### config.mk
export PLATFORM = sky130hd
export DESIGN_NAME = frequency_ordered_list
export DESIGN_NICKNAME = d
export VERILOG_FILES = /design/src/rtl/core/fol_pkg.sv /design/src/rtl/core/fol_dpath.sv /design/src/rtl/core/fol_ctrl.sv /design/src/rtl/core/frequency_ordered_list.sv
export SDC_FILE = /design/constraint.sdc
export NUM_CORES = 2
export LEC_CHECK = 0
export ABC_CLOCK_PERIOD_IN_PS = 7400
export BUFFER_PORTS_ARGS = -buffer_cell sky130_fd_sc_hd__buf_2
export CAP_MARGIN = 20
export CELL_PAD_IN_SITES_DETAIL_PLACEMENT = 1
export CELL_PAD_IN_SITES_GLOBAL_PLACEMENT = 2
export CORE_UTILIZATION = 40
export DETAILED_ROUTE_END_ITERATION = 7
export GPL_TIMING_DRIVEN = 0
export PLACE_DENSITY_LB_ADDON = 0.1
export REMOVE_ABC_BUFFERS = 1
export SLEW_MARGIN = 20
export SYNTH_ARGS = -nofsm -noshare
export SYNTH_HDL_FRONTEND = slang
export SYNTH_HIERARCHICAL = 1
export SYNTH_SLANG_ARGS = --single-unit
### constraint.sdc
create_clock -name clk -period 7.4 [get_ports clk]
set_clock_uncertainty 0.05 [all_clocks]
set_input_delay 0.74 -clock clk [delete_from_list [all_inputs] [get_ports clk]]
set_output_delay 0.74 -clock clk [all_outputs]
set_load 0.005 [all_outputs]
### src/rtl/core/fol_pkg.sv
// fol_pkg: shared types and constants for the frequency-ordered list
// payload structs, command codes, controller states, datapath command/status
// no dependencies
package fol_pkg;

  localparam int ENTRIES    = 64;
  localparam int COUNT_BITS = 32;
  localparam int IDX_W      = $clog2(ENTRIES);
  localparam int ACT_W      = 7;
  localparam int ACT_RESET  = 64;

  localparam logic [COUNT_BITS-1:0] COUNT_MAX = {COUNT_BITS{1'b1}};

  localparam logic [1:0] CMD_INC   = 2'd0;
  localparam logic [1:0] CMD_CLEAR = 2'd1;
  localparam logic [1:0] CMD_READ  = 2'd2;
  localparam logic [1:0] CMD_NOP   = 2'd3;

  typedef struct packed {
    logic [1:0] cmd;
    logic [5:0] item_id;
    logic [5:0] query_rank;
  } req_t;

  typedef struct packed {
    logic        status;
    logic [5:0]  item_rank;
    logic [5:0]  item_at_rank;
    logic [31:0] item_count;
  } rsp_t;

  typedef enum logic [3:0] {
    S_IDLE,
    S_RD_ENT,
    S_RD_CNT,
    S_INC,
    S_WALK_RD,
    S_WALK_FETCH,
    S_WALK_CMP,
    S_PLACE,
    S_FIN
  } fol_state_t;

  typedef struct packed {
    logic accept;
    logic clear;
    logic fetch;
    logic load_read;
    logic inc;
    logic shift;
    logic place;
    logic push;
  } dp_cmd_t;

  typedef struct packed {
    logic inc_ok;
    logic rd_ok;
    logic is_clear;
    logic r_zero;
    logic prev_ge;
    logic out_free;
  } dp_stat_t;

endpackage

### src/rtl/core/fol_dpath.sv
// fol_dpath: count, rank and entry tables with validity flags, walk registers
// and the result register; driven by fol_ctrl commands
// depends on fol_pkg
module fol_dpath (
  input  logic                          clk,
  input  logic                          rst,
  input  fol_pkg::req_t                 req,
  input  logic                          cfg_we,
  input  logic [fol_pkg::ACT_W-1:0]     cfg_wdata,
  input  fol_pkg::dp_cmd_t              cmd,
  output fol_pkg::dp_stat_t             stat,
  output logic                          rsp_valid,
  input  logic                          rsp_ready,
  output fol_pkg::rsp_t                 rsp
);
  import fol_pkg::*;

  logic [ACT_W-1:0]      active_entries;
  logic [IDX_W-1:0]      id;
  logic [IDX_W-1:0]      r;
  logic [IDX_W-1:0]      prev;
  logic [COUNT_BITS-1:0] c;
  rsp_t                  res;

  logic [COUNT_BITS-1:0] cnt_mem [ENTRIES];
  logic [IDX_W-1:0]      r2e_mem [ENTRIES];
  logic [IDX_W-1:0]      e2r_mem [ENTRIES];
  logic [ENTRIES-1:0]    cnt_vld, r2e_vld, e2r_vld;

  logic [COUNT_BITS-1:0] cnt_q;
  logic [IDX_W-1:0]      r2e_q, e2r_q, r2e_ra_q, e2r_ra_q;
  logic                  cnt_rv, r2e_rv, e2r_rv;

  logic [IDX_W-1:0]      id_in, q_in;
  logic [IDX_W-1:0]      cnt_raddr, r2e_raddr;
  logic [COUNT_BITS-1:0] cnt_rd, c_next;
  logic [IDX_W-1:0]      r2e_rd, e2r_rd;
  logic                  id_ok, q_ok, reject;
  logic                  r2e_we, e2r_we;
  logic [IDX_W-1:0]      r2e_wdata, e2r_waddr;

  assign id_in = IDX_W'(req.item_id);
  assign q_in  = IDX_W'(req.query_rank);

  assign id_ok = (32'(req.item_id) < 32'(active_entries)) &&
                 (32'(req.item_id) < 32'(ENTRIES));
  assign q_ok  = (32'(req.query_rank) < 32'(active_entries)) &&
                 (32'(req.query_rank) < 32'(ENTRIES));
  assign reject = ((req.cmd == CMD_INC) && !id_ok) || ((req.cmd == CMD_READ) && !q_ok);

  // entries never written read as their reset values
  assign cnt_rd = cnt_rv ? cnt_q : '0;
  assign r2e_rd = r2e_rv ? r2e_q : r2e_ra_q;
  assign e2r_rd = e2r_rv ? e2r_q : e2r_ra_q;

  assign c_next = (cnt_rd == COUNT_MAX) ? cnt_rd : cnt_rd + 1'b1;

  assign cnt_raddr = cmd.accept ? id_in : r2e_rd;
  assign r2e_raddr = cmd.accept ? q_in : r - 1'b1;

  assign r2e_we    = cmd.shift || cmd.place;
  assign r2e_wdata = cmd.place ? id : prev;
  assign e2r_we    = cmd.shift || cmd.place;
  assign e2r_waddr = cmd.place ? id : prev;

  always_comb begin
    stat.inc_ok   = (req.cmd == CMD_INC) && id_ok;
    stat.rd_ok    = (req.cmd == CMD_READ) && q_ok;
    stat.is_clear = (req.cmd == CMD_CLEAR);
    stat.r_zero   = (r == '0);
    stat.prev_ge  = (cnt_rd >= c);
    stat.out_free = !rsp_valid || rsp_ready;
  end

  // table storage
  always_ff @(posedge clk) begin
    if (cmd.inc) begin
      cnt_mem[id] <= c_next;
    end
    cnt_q <= cnt_mem[cnt_raddr];
  end

  always_ff @(posedge clk) begin
    if (r2e_we) begin
      r2e_mem[r] <= r2e_wdata;
    end
    r2e_q    <= r2e_mem[r2e_raddr];
    r2e_ra_q <= r2e_raddr;
  end

  always_ff @(posedge clk) begin
    if (e2r_we) begin
      e2r_mem[e2r_waddr] <= r;
    end
    e2r_q    <= e2r_mem[id_in];
    e2r_ra_q <= id_in;
  end

  always_ff @(posedge clk) begin
    cnt_rv <= cnt_vld[cnt_raddr];
    r2e_rv <= r2e_vld[r2e_raddr];
    e2r_rv <= e2r_vld[id_in];
  end

  always_ff @(posedge clk) begin
    if (rst || cmd.clear) begin
      cnt_vld <= '0;
      r2e_vld <= '0;
      e2r_vld <= '0;
    end else begin
      if (cmd.inc) begin
        cnt_vld[id] <= 1'b1;
      end
      if (r2e_we) begin
        r2e_vld[r] <= 1'b1;
      end
      if (e2r_we) begin
        e2r_vld[e2r_waddr] <= 1'b1;
      end
    end
  end

  always_ff @(posedge clk) begin
    if (rst) begin
      active_entries <= ACT_W'(ACT_RESET);
    end else if (cfg_we) begin
      active_entries <= cfg_wdata;
    end
  end

  // walk and result registers
  always_ff @(posedge clk) begin
    if (cmd.accept) begin
      id  <= id_in;
      res <= '{status: reject, item_rank: '0, item_at_rank: '0, item_count: '0};
    end
    if (cmd.fetch) begin
      prev <= r2e_rd;
    end
    if (cmd.load_read) begin
      res.item_at_rank <= 6'(prev);
      res.item_count   <= 32'(cnt_rd);
    end
    if (cmd.inc) begin
      c <= c_next;
      r <= e2r_rd;
    end
    if (cmd.shift) begin
      r <= r - 1'b1;
    end
    if (cmd.place) begin
      res.item_rank    <= 6'(r);
      res.item_at_rank <= 6'(id);
      res.item_count   <= 32'(c);
    end
  end

  always_ff @(posedge clk) begin
    if (cmd.push) begin
      rsp <= res;
    end
  end

  always_ff @(posedge clk) begin
    if (rst) begin
      rsp_valid <= 1'b0;
    end else if (cmd.push) begin
      rsp_valid <= 1'b1;
    end else if (rsp_ready) begin
      rsp_valid <= 1'b0;
    end
  end

endmodule

### src/rtl/core/fol_ctrl.sv
// fol_ctrl: sequencer for accept, rank read, increment and rank walk
// issues datapath commands from datapath status
// depends on fol_pkg
module fol_ctrl (
  input  logic                 clk,
  input  logic                 rst,
  input  logic                 req_valid,
  output logic                 req_ready,
  input  fol_pkg::dp_stat_t    stat,
  output fol_pkg::dp_cmd_t     cmd
);
  import fol_pkg::*;

  fol_state_t state, state_next;

  always_ff @(posedge clk) begin
    if (rst) begin
      state <= S_IDLE;
    end else begin
      state <= state_next;
    end
  end

  always_comb begin
    state_next = state;
    unique case (state)
      S_IDLE: begin
        if (req_valid) begin
          if (stat.inc_ok) begin
            state_next = S_INC;
          end else if (stat.rd_ok) begin
            state_next = S_RD_ENT;
          end else begin
            state_next = S_FIN;
          end
        end
      end
      S_RD_ENT:     state_next = S_RD_CNT;
      S_RD_CNT:     state_next = S_FIN;
      S_INC:        state_next = S_WALK_RD;
      S_WALK_RD:    state_next = stat.r_zero ? S_PLACE : S_WALK_FETCH;
      S_WALK_FETCH: state_next = S_WALK_CMP;
      S_WALK_CMP:   state_next = stat.prev_ge ? S_PLACE : S_WALK_RD;
      S_PLACE:      state_next = S_FIN;
      S_FIN: begin
        if (stat.out_free) begin
          state_next = S_IDLE;
        end
      end
      default:      state_next = S_IDLE;
    endcase
  end

  always_comb begin
    cmd       = '0;
    req_ready = 1'b0;
    unique case (state)
      S_IDLE: begin
        req_ready  = !rst;
        cmd.accept = req_valid && !rst;
        cmd.clear  = req_valid && !rst && stat.is_clear;
      end
      S_RD_ENT:     cmd.fetch = 1'b1;
      S_RD_CNT:     cmd.load_read = 1'b1;
      S_INC:        cmd.inc = 1'b1;
      S_WALK_RD:    cmd = '0;
      S_WALK_FETCH: cmd.fetch = 1'b1;
      S_WALK_CMP:   cmd.shift = !stat.prev_ge;
      S_PLACE:      cmd.place = 1'b1;
      S_FIN:        cmd.push = stat.out_free;
      default:      cmd = '0;
    endcase
  end

`ifndef SYNTHESIS
  a_one_op: assert property (@(posedge clk) disable iff (rst)
    $onehot0({cmd.accept, cmd.fetch, cmd.load_read, cmd.inc, cmd.shift, cmd.place, cmd.push}))
    else $error("more than one datapath operation at once");
  a_push_free: assert property (@(posedge clk) disable iff (rst)
    cmd.push |-> stat.out_free)
    else $error("result pushed over a pending beat");
  a_inc_walk: assert property (@(posedge clk) disable iff (rst)
    cmd.inc |=> (state == S_WALK_RD))
    else $error("increment not followed by rank walk");
  a_shift_loop: assert property (@(posedge clk) disable iff (rst)
    cmd.shift |=> (state == S_WALK_RD) && !cmd.accept)
    else $error("shift did not return to walk read");
  a_clear_accept: assert property (@(posedge clk) disable iff (rst)
    cmd.clear |-> cmd.accept)
    else $error("clear without accepted beat");
`endif

endmodule

### src/rtl/core/frequency_ordered_list.sv
// frequency_ordered_list: lfu-style ranked list, one request beat at a time
// a read fetches the entry at the rank and its count; an increment walks its entry
// up the ranks until rank 0 or an equal or higher count stops the walk
// a new beat can be accepted while a result is still valid; a later result is held
// until the pending one is taken
// reset: counts zero, rank i holds entry i, active_entries 64, ready on release
module frequency_ordered_list (
  input  logic                      clk,
  input  logic                      rst,
  input  logic                      req_valid,
  output logic                      req_ready,
  input  fol_pkg::req_t             req,
  output logic                      rsp_valid,
  input  logic                      rsp_ready,
  output fol_pkg::rsp_t             rsp,
  input  logic                      cfg_we,
  input  logic [fol_pkg::ACT_W-1:0] cfg_wdata
);
  import fol_pkg::*;

  dp_cmd_t  cmd;
  dp_stat_t stat;

  fol_ctrl u_ctrl (
    .clk       (clk),
    .rst       (rst),
    .req_valid (req_valid),
    .req_ready (req_ready),
    .stat      (stat),
    .cmd       (cmd)
  );

  fol_dpath u_dpath (
    .clk       (clk),
    .rst       (rst),
    .req       (req),
    .cfg_we    (cfg_we),
    .cfg_wdata (cfg_wdata),
    .cmd       (cmd),
    .stat      (stat),
    .rsp_valid (rsp_valid),
    .rsp_ready (rsp_ready),
    .rsp       (rsp)
  );

endmodule
* Yosys cells after proc, flatten, opt, wreduce, memory -nomap -nowiden
Memories as Yosys holds them, arrays and structs flattened. A register that Yosys moved wholly into a read port is not among the register bits.
Index checks and enable logic that the tools add are counted.
** Storage, ports and cells
- Bits in registers :: 359
- Bits in latches :: 0
- Bits in writable memories :: 2816
- ROM bits :: 0
- Input port bits :: 26
- Output and inout bits :: 47
- Memories kept :: 3
** Cells by class
- $add $sub $neg :: 2
- Multiply operators :: 0
- Div/mod/pow operators :: 0
- $lt $le $gt $ge :: 12
- Eq/ne operators :: 13
- Shift-type cells :: 0
- Multiplexer cells :: 45
- Bitwise operators :: 3
- Reductions and logical operators :: 28
** Memories
- u_dpath.cnt_mem :: depth 64, bits a word 32, read ports 1, clocked after Yosys merged registers in 1, write ports 1, line fol_dpath.sv:25 : logic [COUNT_BITS-1:0] cnt_mem [ENTRIES];
- u_dpath.e2r_mem :: depth 64, bits a word 6, read ports 1, clocked after Yosys merged registers in 1, write ports 1, line fol_dpath.sv:27 : logic [IDX_W-1:0] e2r_mem [ENTRIES];
- u_dpath.r2e_mem :: depth 64, bits a word 6, read ports 1, clocked after Yosys merged registers in 1, write ports 1, line fol_dpath.sv:26 : logic [IDX_W-1:0] r2e_mem [ENTRIES];
** Operator list (count)
- $or A64 B64 Y64 :: 3
- $mux W44 :: 2
- $mux W32 :: 2
- $lt A6 B7 Y1 const B :: 6
- $mux W6 :: 7
- $mux W38 :: 1
- $add A32 B1 Y32 const B :: 1
- $eq A32 B32 Y1 const B :: 1
- $ge A32 B32 Y1 :: 1
- $pmux W4 S8 :: 1
- $mux W1 :: 19
- $bmux W1 S6 :: 3
- $demux W1 S6 :: 3
- $ge A6 B1 Y1 const B :: 3
- $eq A4 B3 Y1 const B :: 4
- $mux W4 :: 4
- $lt A6 B7 Y1 :: 2
- $logic_and A1 B1 Y1 :: 9
- $eq A4 B2 Y1 const B :: 2
- $logic_not A6 Y1 :: 1
- $mux W2 :: 3
- $reduce_bool A2 Y1 :: 3
- $sub A6 B1 Y6 const B :: 1
- $logic_not A1 Y1 :: 5
- other kinds (12) :: 16

* Logic depth before layout (Yosys ltp)
- Depth after elaboration :: 8
- Gate-level depth with buffers :: 20
- Mapped depth without buffers :: 16

* Hierarchy
Netlist, hierarchy kept.
** By module, submodules not included
- fol_dpath :: instances 1, cells an instance 7493, area each 125904.5 um^2
- fol_ctrl :: instances 1, cells an instance 38, area each 305.3 um^2

* Worst setup path after synthesis
OpenSTA, ideal clock, no wires.
- Path type :: register -> register
- Start point :: register u_ctrl.state[1]
- End point :: memory u_dpath.cnt_mem[63][0], enable pin
- Setup time :: 422 ps
- Data arrival time :: 5861 ps
- Slack :: 1066 ps
- Stages on the path, launching flop included :: 6
- Path buffers :: 1
- Clock period less this slack :: 6334 ps
- Cell sequence :: dfxtp_1 -> buf_6 -> or2b_1 -> nor3b_1 -> nand4_1 -> nor2_1
** RTL lines
- start: declaration :: line fol_ctrl.sv:14 : fol_state_t state, state_next;
- start signal: assignment :: line fol_ctrl.sv:20 : state <= state_next;
- end: declaration :: line fol_dpath.sv:25

==> impl_metrics.ini <==
[timing]
setup_viol = 0
grt_setup_unrepaired = false
post-route-min-period_ps = 6790
setup_tns_ps = 0
max_freq_mhz = 147
whs_ps = 129
worst_pin_slew_ps = 1260
slew_headroom_pct = 15.2
drv_slew = 0
final_hold_viol_count = 0
period_share_pct = 91.8

[cts]
cts_tree = done
cts.sinks = 3219
clk_latency_ps = 920
ctsResizeCount = 0
cts_made_buffers = 348
cts_root_buf = clkbuf_16
cts-hold-fix-buffers = 7
clockBufferDepth = 4
cts_setup_buffers = 0
clk_pin_slew_worst_paths_ps = 60
htreeDepth = 5

[synth]
synthTopCellsByArea = edfxtp_1 (70%), mux4_2 (7.6%), dfxtp_1 (4.2%), nand2_1 (2.5%), mux2i_1 (2.5%)
synth_xor_area_share_pct = 0.236
yosys-mux-area-fraction_pct = 10.9
synth_ff_type = edfxtp_1
synth_top_area_share_pct = 70.3
synth_most_common_cell = edfxtp_1
synth_area_mm2 = 0.126
synth_fa_ha_area_share_pct = 0.444
yosysTopAreaCell = edfxtp_1
synthSimpleGateAreaFrac_pct = 5.73
yosysWarnings = 6
ys_ff_latch = 3219
synth_seq_area_share_pct = 74.5
syn_area_per_cell_um2 = 16.8
synth_top_family_by_area = multiplexers
synth.top_cells.by_count = edfxtp_1 (2,956), nand2_1 (846), mux4_2 (424)
async_flop_share_pct = 0
synth_edf_count = 2956
synth_compound_area_share_pct = 6.00
ys_types = 70
synthCells = 7531

[route]
routedWlPerCell_um = 31.9
ant_nets = 0
drc = 0
wirelength_um = 395000
dr.pass1.iters = 6
vias = 71600
viasPerCell = 5.78
dr.first_iter.drc_count = 6469

[hold_path]
worstHoldPathType = input pin to register

[power_and_ir_drop]
p_int_mw = 32.9
power_density_mw_per_mm2 = 294
peakVddDrop_mv = 0.222
combPwrFrac_pct = 14.4
p_sw_share_pct = 26.0
sequentialPowerShare_pct = 47.4
p_leak_nw = 50.6
p_switching_mw = 11.5
pwr-share-clk_pct = 38.2
finalPower_mw = 44.4

[status]
status = finished clean

[global_route]
grt_max_degree = 85
grt_overflow_total = 0
antenna_found_initial = 23
grt_pass1_vias = 73800
grt_usage_pct = 24.8
grt_pass1_wl_um = 561000

[floorplan]
core_mm2 = 0.313
die_x_um = 564
rows = 205
fp.dieH_um = 564
start_util_pct = 40.3
die_area_mm2 = 0.318
io_pins = 73

[place]
dp_hpwl_um = 265000
port_buffers = 72
placed_cell_area_mm2 = 0.140
gp_congestion = 0.796

[critical_path]
crit_fanout = 46
crit_path_end_kind = register
required_ps = 8130
startpoint_type = register
rrSetupSlack_ps = 610
worstSetupPathType = register to register
cp.arrival_ps = 7520

[finish]
fin_util_pct = 48.4
drive_gt1_share_pct = 20.6
final_nets = 8010
final_area_mm2 = 0.151
area_delta_synth_final_pct = 19.9

[run]
cap_violations = 0
[area by class of cell]
class / instances / area (um^2)
well taps: 4140 / 5180
repair buffers: 523 / 9670
diodes: 9 / 22.5
multi-input cells: 3656 / 30700
clock buffers: 482 / 9630
fillers: 29000 / 162000
inverters: 192 / 731
clock inverters: 153 / 1370
flip-flops and latches: 3219 / 94000
[cell families after synthesis]
logic type	count (synthesis)
flops	3219
simple gates	1660
compound gates	1081
mux	836
buf+inv	656
fa+ha+maj	45
xor+xnor	34
[power groups by stage]
stage | Sequential (mW) | Combinational (mW) | Clock (mW)
6_report | 21.0 | 6.41 | 17.0
5_1_grt | 21.0 | 6.73 | 18.0
4_1_cts | 21.0 | 6.44 | 17.4
3_5_place_dp | 21.4 | 6.42 | 0
3_3_place_gp | 21.7 | 7.20 | 0
2_1_floorplan | 21.5 | 4.24 | 0
[registers in the layout, indices dropped and copies added (netlist names), 4 cells and up]
name                    cells
u_dpath/cnt_mem          2048
u_dpath/e2r_mem           384
u_dpath/r2e_mem           384
u_dpath/cnt_vld            64
u_dpath/e2r_vld            64
u_dpath/r2e_vld            64
u_dpath/res                45
u_dpath/rsp                45
u_dpath/c                  32
u_dpath/cnt_q              32
u_dpath/active_entries      7
u_dpath/e2r_q               6
u_dpath/e2r_ra_q            6
u_dpath/id                  6
u_dpath/prev                6
u_dpath/r2e_q               6
u_dpath/r2e_ra_q            6
u_dpath/r                   6
u_ctrl/state                4
[worst paths after layout]
path / from / to / depth (start not counted)
worst max-delay path: u_ctrl/state[2] / u_dpath/cnt_q[1] / 18
worst min-delay path: req[12] / u_dpath/res[44] / 2
worst max register to register: u_ctrl/state[2] / u_dpath/cnt_q[1] / 18
worst min register to register: u_dpath/res[34] / u_dpath/rsp[34] / 0
[critical path, stage by stage (launching register included)]
cell      delay, ps
dfxtp_1         600
or3_4           250
nor3_1           80
and2_4          240
buf_16          190
nand2b_4        520
buf_16          300
o21a_4          640
buf_16          310
buf_16          280
buf_16          280
buf_12          290
buf_16          270
buf_16          260
buf_16          270
mux4_2          540
o22ai_1         250
nor4_2          170
or4_1           530
[per-layer routing]
| metal | vias to the layer above | global-route usage [%] | wire [um] |
|---|---|---|---|
| met2 | 1927 | 40.0 | 187000 |
| met5 | - | 0 | 56 |
| li1 | 30500 | - | - |
| met1 | 38700 | 35.3 | 176000 |
| met4 | 8 | 6.64 | 11000 |
| met3 | 477 | 3.38 | 20800 |
[through the flow]
step,std cells,setup slack [ps]
5_1_grt,12400,288
6_report,12400,606
4_1_cts,12400,503
3_5_place_dp,11700,-42.7
2_1_floorplan,7067,-21300
3_3_place_gp,11300,-73920
[placed cells by master (no fill, tap or decap), drive strengths merged, types with 43 or more instances in the layout]
master	instances
o2111ai	43
edfxtp	2956
inv	204
nand3	345
a21oi	188
nor2	260
mux2	102
clkinv	117
mux2i	310
dfxtp	263
clkbuf	482
o211ai	257
buf	516
ha	44
o21ai	104
mux4	424
nand2	846
o21a	193
Note: power is estimated with default switching activity, not from simulation.
